[src/rtl/tps_pkg.sv]
// tps_pkg: shared types and codes for the tone pattern sequencer
// no dependencies; imported by the control path and the step memory

package tps_pkg;

    typedef enum logic [1:0] {
        OP_LOAD = 2'd0,
        OP_PLAY = 2'd1,
        OP_STOP = 2'd2,
        OP_TICK = 2'd3
    } t_op;

    typedef struct packed {
        logic [15:0] freq;
        logic [15:0] dur;
    } t_step;

    localparam logic [7:0] DUTY_RESET = 8'd128;

endpackage

[src/rtl/tps_if.sv]
// tps_cmd_if and tps_rsp_if: valid/ready channels of the tone pattern sequencer
// no dependencies

interface tps_cmd_if;
    logic        valid;
    logic        ready;
    logic [1:0]  op;
    logic [31:0] now_ms;
    logic [7:0]  step_index;
    logic [15:0] step_freq;
    logic [15:0] step_dur;
    logic [7:0]  play_count;
    logic [7:0]  play_duty;

    modport source (output valid, op, now_ms, step_index, step_freq, step_dur,
                    play_count, play_duty, input ready);
    modport sink (input valid, op, now_ms, step_index, step_freq, step_dur,
                  play_count, play_duty, output ready);
endinterface

interface tps_rsp_if;
    logic        valid;
    logic        ready;
    logic [15:0] tone_freq;
    logic [7:0]  tone_duty;
    logic        busy_res;
    logic        play_ok;
    logic [7:0]  current_step;

    modport source (output valid, tone_freq, tone_duty, busy_res, play_ok,
                    current_step, input ready);
    modport sink (input valid, tone_freq, tone_duty, busy_res, play_ok,
                  current_step, output ready);
endinterface

[src/rtl/tps_ctrl.sv]
// tps_ctrl: accept stage, step state update and result register
// depends on tps_pkg and tps_if; drives the step memory ports

module tps_ctrl
    import tps_pkg::*;
#(
    parameter int MAX_STEPS = 256,
    parameter int AW        = $clog2(MAX_STEPS)
) (
    input  logic          i_clk,
    input  logic          i_rst_n,
    tps_cmd_if.sink       i_cmd,
    tps_rsp_if.source     o_rsp,
    output logic          o_wr_en,
    output logic [AW-1:0] o_wr_addr,
    output t_step         o_wr_data,
    output logic          o_rd_en,
    output logic [AW-1:0] o_rd_addr,
    input  t_step         i_rd_data
);

    // accept stage
    logic        r_s1_valid;
    t_op         r_op;
    logic [31:0] r_now;
    logic [7:0]  r_count;
    logic [7:0]  r_duty;

    // step state
    logic [7:0]  r_pos,        n_pos;
    logic [7:0]  r_total,      n_total;
    logic [31:0] r_deadline,   n_deadline;
    logic        r_playing,    n_playing;
    logic [7:0]  r_duty_hold,  n_duty_hold;
    logic [15:0] r_drive_freq, n_drive_freq;
    logic [7:0]  r_drive_duty, n_drive_duty;
    logic        n_ok;

    // result register
    logic        r_out_valid;
    logic        r_ok;

    logic        w_in_acc;
    logic        w_s1_adv;
    logic [31:0] w_diff;
    logic [8:0]  w_next;
    logic [7:0]  w_pos_cur;
    logic [7:0]  w_pos_inc;

    assign w_s1_adv    = r_s1_valid && (!r_out_valid || o_rsp.ready);
    assign i_cmd.ready = !r_s1_valid || w_s1_adv;
    assign w_in_acc    = i_cmd.valid && i_cmd.ready;

    assign w_diff = r_now - r_deadline;
    assign w_next = {1'b0, r_pos} + 9'd1;

    always_comb begin
        n_pos        = r_pos;
        n_total      = r_total;
        n_deadline   = r_deadline;
        n_playing    = r_playing;
        n_duty_hold  = r_duty_hold;
        n_drive_freq = r_drive_freq;
        n_drive_duty = r_drive_duty;
        n_ok         = 1'b0;
        case (r_op)
            OP_PLAY: begin
                if (r_count != 8'd0) begin
                    n_total     = ({1'b0, r_count} > 9'(MAX_STEPS)) ? 8'(MAX_STEPS)
                                                                     : r_count;
                    n_pos       = 8'd0;
                    n_playing   = 1'b1;
                    n_duty_hold = r_duty;
                    n_deadline  = r_now + {16'd0, i_rd_data.dur};
                    n_ok        = 1'b1;
                    if (i_rd_data.freq == 16'd0) begin
                        n_drive_freq = 16'd0;
                        n_drive_duty = 8'd0;
                    end else begin
                        n_drive_freq = i_rd_data.freq;
                        n_drive_duty = r_duty;
                    end
                end
            end
            OP_STOP: begin
                n_pos        = 8'd0;
                n_total      = 8'd0;
                n_deadline   = 32'd0;
                n_playing    = 1'b0;
                n_drive_freq = 16'd0;
                n_drive_duty = 8'd0;
            end
            OP_TICK: begin
                if (r_playing && !w_diff[31]) begin
                    if (w_next >= {1'b0, r_total}) begin
                        n_pos        = 8'd0;
                        n_total      = 8'd0;
                        n_deadline   = 32'd0;
                        n_playing    = 1'b0;
                        n_drive_freq = 16'd0;
                        n_drive_duty = 8'd0;
                    end else begin
                        n_pos      = w_next[7:0];
                        n_deadline = r_now + {16'd0, i_rd_data.dur};
                        if (i_rd_data.freq == 16'd0) begin
                            n_drive_freq = 16'd0;
                            n_drive_duty = 8'd0;
                        end else begin
                            n_drive_freq = i_rd_data.freq;
                            n_drive_duty = r_duty_hold;
                        end
                    end
                end
            end
            default: begin
            end
        endcase
    end

    // forward the step position of the transaction leaving the accept stage
    assign w_pos_cur = w_s1_adv ? n_pos : r_pos;
    assign w_pos_inc = w_pos_cur + 8'd1;

    assign o_rd_en   = w_in_acc;
    assign o_rd_addr = (t_op'(i_cmd.op) == OP_PLAY) ? '0 : w_pos_inc[AW-1:0];
    assign o_wr_en   = w_in_acc && (t_op'(i_cmd.op) == OP_LOAD)
                       && ({1'b0, i_cmd.step_index} < 9'(MAX_STEPS));
    assign o_wr_addr = i_cmd.step_index[AW-1:0];
    assign o_wr_data = '{freq: i_cmd.step_freq, dur: i_cmd.step_dur};

    always_ff @(posedge i_clk) begin
        if (w_in_acc) begin
            r_op    <= t_op'(i_cmd.op);
            r_now   <= i_cmd.now_ms;
            r_count <= i_cmd.play_count;
            r_duty  <= i_cmd.play_duty;
        end
        if (w_s1_adv) begin
            r_ok <= n_ok;
        end
    end

    always_ff @(posedge i_clk) begin
        if (!i_rst_n) begin
            r_s1_valid   <= 1'b0;
            r_out_valid  <= 1'b0;
            r_pos        <= 8'd0;
            r_total      <= 8'd0;
            r_deadline   <= 32'd0;
            r_playing    <= 1'b0;
            r_duty_hold  <= DUTY_RESET;
            r_drive_freq <= 16'd0;
            r_drive_duty <= 8'd0;
        end else begin
            if (w_in_acc) begin
                r_s1_valid <= 1'b1;
            end else if (w_s1_adv) begin
                r_s1_valid <= 1'b0;
            end
            if (w_s1_adv) begin
                r_out_valid  <= 1'b1;
                r_pos        <= n_pos;
                r_total      <= n_total;
                r_deadline   <= n_deadline;
                r_playing    <= n_playing;
                r_duty_hold  <= n_duty_hold;
                r_drive_freq <= n_drive_freq;
                r_drive_duty <= n_drive_duty;
            end else if (o_rsp.ready) begin
                r_out_valid <= 1'b0;
            end
        end
    end

    assign o_rsp.valid        = r_out_valid;
    assign o_rsp.tone_freq    = r_drive_freq;
    assign o_rsp.tone_duty    = r_drive_duty;
    assign o_rsp.busy_res     = r_playing;
    assign o_rsp.play_ok      = r_ok;
    assign o_rsp.current_step = r_pos;

`ifndef SYNTHESIS
    a_total_nonzero: assert property (@(posedge i_clk) disable iff (!i_rst_n)
        r_playing |-> (r_total != 8'd0))
        else $error("playing with zero step count");

    a_pos_in_range: assert property (@(posedge i_clk) disable iff (!i_rst_n)
        r_playing |-> (r_pos < r_total))
        else $error("step position beyond step count");

    a_idle_silent: assert property (@(posedge i_clk) disable iff (!i_rst_n)
        !r_playing |-> (r_drive_freq == 16'd0 && r_drive_duty == 8'd0 && r_pos == 8'd0))
        else $error("idle sequencer not silent");

    a_silent_duty: assert property (@(posedge i_clk) disable iff (!i_rst_n)
        (r_drive_freq == 16'd0) |-> (r_drive_duty == 8'd0))
        else $error("duty driven on a silent step");

    a_ok_only_play: assert property (@(posedge i_clk) disable iff (!i_rst_n)
        w_s1_adv && (r_op != OP_PLAY) |=> !r_ok)
        else $error("play_ok on a non-play transaction");
`endif

endmodule

[src/flat_wrapper.sv]
// flat-port wrapper written by rule: the top's interface ports become plain ports
module tps_ctrl_flat import tps_pkg::*;
#(
    parameter int MAX_STEPS = 256,
    parameter int AW        = $clog2(MAX_STEPS)
)
  (i_clk, i_rst_n, o_wr_en, o_wr_addr, o_wr_data, o_rd_en, o_rd_addr, i_rd_data, i_cmd_valid, i_cmd_op, i_cmd_now_ms, i_cmd_step_index, i_cmd_step_freq, i_cmd_step_dur, i_cmd_play_count, i_cmd_play_duty, i_cmd_ready, o_rsp_valid, o_rsp_tone_freq, o_rsp_tone_duty, o_rsp_busy_res, o_rsp_play_ok, o_rsp_current_step, o_rsp_ready);
  tps_cmd_if i_cmd_i ();
  tps_rsp_if o_rsp_i ();
  input  logic i_clk;
  input  logic i_rst_n;
  output logic o_wr_en;
  output logic [AW-1:0] o_wr_addr;
  output t_step o_wr_data;
  output logic o_rd_en;
  output logic [AW-1:0] o_rd_addr;
  input  t_step i_rd_data;
  input wire logic [$bits(i_cmd_i.valid)-1:0] i_cmd_valid;
  input wire logic [$bits(i_cmd_i.op)-1:0] i_cmd_op;
  input wire logic [$bits(i_cmd_i.now_ms)-1:0] i_cmd_now_ms;
  input wire logic [$bits(i_cmd_i.step_index)-1:0] i_cmd_step_index;
  input wire logic [$bits(i_cmd_i.step_freq)-1:0] i_cmd_step_freq;
  input wire logic [$bits(i_cmd_i.step_dur)-1:0] i_cmd_step_dur;
  input wire logic [$bits(i_cmd_i.play_count)-1:0] i_cmd_play_count;
  input wire logic [$bits(i_cmd_i.play_duty)-1:0] i_cmd_play_duty;
  output wire logic [$bits(i_cmd_i.ready)-1:0] i_cmd_ready;
  output wire logic [$bits(o_rsp_i.valid)-1:0] o_rsp_valid;
  output wire logic [$bits(o_rsp_i.tone_freq)-1:0] o_rsp_tone_freq;
  output wire logic [$bits(o_rsp_i.tone_duty)-1:0] o_rsp_tone_duty;
  output wire logic [$bits(o_rsp_i.busy_res)-1:0] o_rsp_busy_res;
  output wire logic [$bits(o_rsp_i.play_ok)-1:0] o_rsp_play_ok;
  output wire logic [$bits(o_rsp_i.current_step)-1:0] o_rsp_current_step;
  input wire logic [$bits(o_rsp_i.ready)-1:0] o_rsp_ready;
  assign i_cmd_i.valid = i_cmd_valid;
  assign i_cmd_i.op = i_cmd_op;
  assign i_cmd_i.now_ms = i_cmd_now_ms;
  assign i_cmd_i.step_index = i_cmd_step_index;
  assign i_cmd_i.step_freq = i_cmd_step_freq;
  assign i_cmd_i.step_dur = i_cmd_step_dur;
  assign i_cmd_i.play_count = i_cmd_play_count;
  assign i_cmd_i.play_duty = i_cmd_play_duty;
  assign i_cmd_ready = i_cmd_i.ready;
  assign o_rsp_valid = o_rsp_i.valid;
  assign o_rsp_tone_freq = o_rsp_i.tone_freq;
  assign o_rsp_tone_duty = o_rsp_i.tone_duty;
  assign o_rsp_busy_res = o_rsp_i.busy_res;
  assign o_rsp_play_ok = o_rsp_i.play_ok;
  assign o_rsp_current_step = o_rsp_i.current_step;
  assign o_rsp_i.ready = o_rsp_ready;
  tps_ctrl #(.MAX_STEPS(MAX_STEPS), .AW(AW)) u_core (.i_clk(i_clk), .i_rst_n(i_rst_n), .i_cmd(i_cmd_i), .o_rsp(o_rsp_i), .o_wr_en(o_wr_en), .o_wr_addr(o_wr_addr), .o_wr_data(o_wr_data), .o_rd_en(o_rd_en), .o_rd_addr(o_rd_addr), .i_rd_data(i_rd_data));
endmodule
[config.mk]
export PLATFORM = sky130hd
export DESIGN_NAME = tps_ctrl_flat
export DESIGN_NICKNAME = d
export VERILOG_FILES = /design/src/rtl/tps_pkg.sv /design/src/rtl/tps_if.sv /design/src/rtl/tps_ctrl.sv /design/src/flat_wrapper.sv
export SDC_FILE = /design/constraint.sdc
export NUM_CORES = 1
export LEC_CHECK = 0
export ABC_AREA = 0
export BUFFER_PORTS_ARGS = -buffer_cell sky130_fd_sc_hd__clkbuf_2
export CAP_MARGIN = 20
export CORE_MARGIN = 1
export CORE_UTILIZATION = 50
export DETAILED_ROUTE_END_ITERATION = 8
export HOLD_SLACK_MARGIN = 0.05
export PLACE_DENSITY = 0.78
export SLEW_MARGIN = 25
export SYNTH_ARGS = -nofsm -noshare
export SYNTH_HDL_FRONTEND = slang
export SYNTH_SLANG_ARGS = --single-unit
export TNS_END_PERCENT = 10
[constraint.sdc]
create_clock -name i_clk -period 6.9 [get_ports i_clk]
set_clock_uncertainty 0.15 [all_clocks]
set_input_delay 0.345 -clock i_clk [delete_from_list [all_inputs] [get_ports i_clk]]
set_output_delay 0.345 -clock i_clk [all_outputs]
set_load 0.02 [all_outputs]
==> flow_summary.toml <==
[outcome]
status = "completed"

[synth]
post-synth-top-area-cell = "dfxtp_1"
synth.area.top_cells = "dfxtp_1 23%, edfxtp_1 21%, ha_1 9.7%"
seq_area_frac_synth_pct = 44.2
syn_inst = 773
synth_top_area_share_pct = 23.0
yosysWarnings = 0
synth_ff_type = "dfxtp_1"
synth-edff-count = 51
synth_area_sq_um = 7220
async_flop_share_pct = 0
yosysMostFrequentCell = "dfxtp_1"
synth_fp_nets = 956
synth_common_cells = "83 x dfxtp_1, 69 x nand2_1, 68 x nor2_1"
synth_cell_types = 63
ys_ff_latch = 134
avgSynthCellArea_sq_um = 9.34

[routing]
dr_total_vias = 6109
ant_nets = 0
vias_per_cell = 5.44
drc = 0
dr.pass1.iters = 5
wl_um = 17200
drt-initial-drc-count = 379
wl_per_cell_um = 15.3

[layout]
final_area_sq_um = 9010
antenna_cells = 0
final_nets = 1113
utilization_pct = 64.4
final_layout_size_suffix_gt1_share_pct = 19.5
fillers = 1178
synthToLayoutAreaGrowth_pct = 24.8

[placed_design]
io_buffers = 131
dp_hpwl_um = 11500
gp_congestion = 0.881
post-place-ws_ns = 2.24
dpl_cell_area_sq_um = 7730

[global_route]
busiest_layer = "met2"
grt_use_met1_pct = 28.9
antenna_found_initial = 0
grt_use_met2_pct = 40.0
grt_use_met3_pct = 5.76
gr-total-overflow = 0
grt_pass1_wl_um = 27400
grt_max_degree = 62
first_global_vias = 5775
track_usage_pct = 23.7

[sta]
finalSetupTns_ns = 0
fin_ws_ns = 1.76
maxSlewHeadroom_pct = 39.3
fin_crit_sh_pct = 74.5
finalHoldViolCount = 0
worst_slew_pin_slew_ns = 0.911
fmax_ghz = 0.194
grt_setup_unrepaired = "false"
setup_viol = 0
drv_slew = 0
finalCriticalPeriod_ns = 5.14

[hold_path]
min_path_type = "input port to register"

[floorplanning]
boundaryPins = 212
initial_core_util_pct = 51.6
placementRows = 43
core_area_sq_um = 14000
die_x_um = 122
dieArea_sq_um = 14900
die_y_um = 122

[power]
power_uw = 2010
p_switching_uw = 531
irDropWorstVdd_mv = 0.178
switching_share_pct = 26.4
p_seq_share_pct = 43.5
power_density_nw_per_um2 = 223
total_leakage_power_uw = 0.00367
comb_power_share_pct = 12.5
p_clk_share_pct = 44.0
p_int_uw = 1480

[clock_network]
cts_resized = 0
htree_levels = 4
worstSkewPairLatency_ns = 0.43
path_clk_slew_ns = 0.06
root_buffer = "clkbuf_16"
numClockSinks = 134
cts_buffers = 17
cts_buffer_depth = 2
cts_tree = "built"

[job]
maxCapViolations = 0

[critical_path]
worstPathRequired_ns = 6.40
startpoint_type = "register"
crit_fanout = 8
endpoint_kind = "output pin"
path_class = "register to output pin"
r2r_slack_ns = 2.50
critical_path_arrival_ns = 4.65
-- final timing paths --
kind                                           start                                  to  cells after the start
min reg2reg        u_core.r_deadline[0]$_SDFFE_PN0P_   u_core.r_deadline[0]$_SDFFE_PN0P_                      2
min                                      o_rsp_ready     u_core.o_rsp.valid$_SDFFE_PN0P_                      4
max          u_core.o_rsp.current_step[1]$_SDFF_PN0_                        o_rd_addr[6]                     15
max reg2reg  u_core.o_rsp.current_step[1]$_SDFF_PN0_  u_core.r_deadline[20]$_SDFFE_PN0P_                     12
-- power groups by stage --
stage / Clock (uW) / Sequential (uW) / Combinational [uW]
2_1_floorplan: 0 / 891 / 178
3_3_place_gp: 0 / 892 / 213
3_5_place_dp: 0 / 892 / 216
4_1_cts: 897 / 876 / 249
5_1_grt: 934 / 879 / 278
6_report: 885 / 876 / 251
-- worst max-delay path: stages (launching register included) --
cell	delay [ns]
dfxtp_1	0.43
and3_1	0.30
nand3_1	0.14
xnor2_1	0.25
ha_1	0.29
a21o_1	0.18
a21o_1	0.17
a2111oi_2	0.57
nand3_1	0.20
a21oi_4	0.29
mux2_2	0.29
ha_1	0.23
o21ai_0	0.14
or3_1	0.39
a21oi_1	0.15
clkbuf_2	0.18
-- layout make-up --
cell class	count	area (sq um)	area share [%]
timing repair buffer	202	1360	15.1
clock buffer	20	478	5.31
clock inverter	12	110	1.22
inverter	43	161	1.79
sequential	134	3190	35.4
tap	180	225	2.50
multi-input combinational	532	3480	38.6
-- per-stage QoR --
step	cells	hold slack, ns
final	1123	0.0812
after detailed placement	1023	0.292
after global placement	1023	0.283
after CTS	1123	0.0676
after floorplan	773	0.267
after global routing	1123	0.108
-- metal layers --
layer  up-vias  share of wire [%]  wire, um
met5         -                  0         0
met2       201                 49      8400
met1      2848                 44      7490
met3        45                5.3       906
met4         0                2.4       408
li1       3015                  -         -
-- placed cells by master, fill, tap and decap left out, types with 7 or more instances in the layout --
cell type,Yosys,layout
clkbuf_16,0,18
nor3_1,22,21
nor2_1,68,68
and2_1,14,13
dlygate4sd3_1,0,68
nand2_1,69,69
xor2_1,11,11
xnor2_1,27,27
dfxtp_1,83,83
clkinv_4,0,7
inv_1,42,42
o21ai_0,25,25
clkbuf_2,0,131
ha_1,56,56
edfxtp_1,51,51
nor2b_1,19,19
a22oi_1,25,25
a21o_1,13,13
a21oi_1,66,66
nand4_1,8,8
and3_1,10,10
nand3_1,21,21
nor4_1,7,7
-- registers in the layout, summed over array words and instances (netlist names) --
| signal | cells |
|---|---|
| u_core.o_rsp.play_ok | 1 |
| u_core.r_count | 8 |
| u_core.o_rsp.current_step | 8 |
| u_core.o_rsp.tone_duty | 8 |
| u_core.r_duty_hold | 8 |
| u_core.r_total | 8 |
| u_core.o_rsp.valid | 1 |
| u_core.o_rsp.tone_freq | 16 |
| u_core.o_rsp.busy_res | 1 |
| u_core.r_s1_valid | 1 |
| u_core.r_op | 2 |
| u_core.r_now | 32 |
| u_core.r_deadline | 32 |
| u_core.r_duty | 8 |
-- what timing repair did --
| action | 4_1_cts | 5_1_grt |
|---|---|---|
| hold endpoints to repair | 68 | 0 |
| hold buffers | 68 | 0 |
| buffers inserted | 0 | 0 |
-- kinds of logic after synthesis --
kind of cell | synth area share (%)
simple gates | 17.2
xor+xnor | 4.61
flops | 44.2
buf+inv | 7.77
compound gates | 15.8
mux | 0.433
fa+ha+maj | 9.99
No activity file was read; power rests on OpenSTA's default activity.
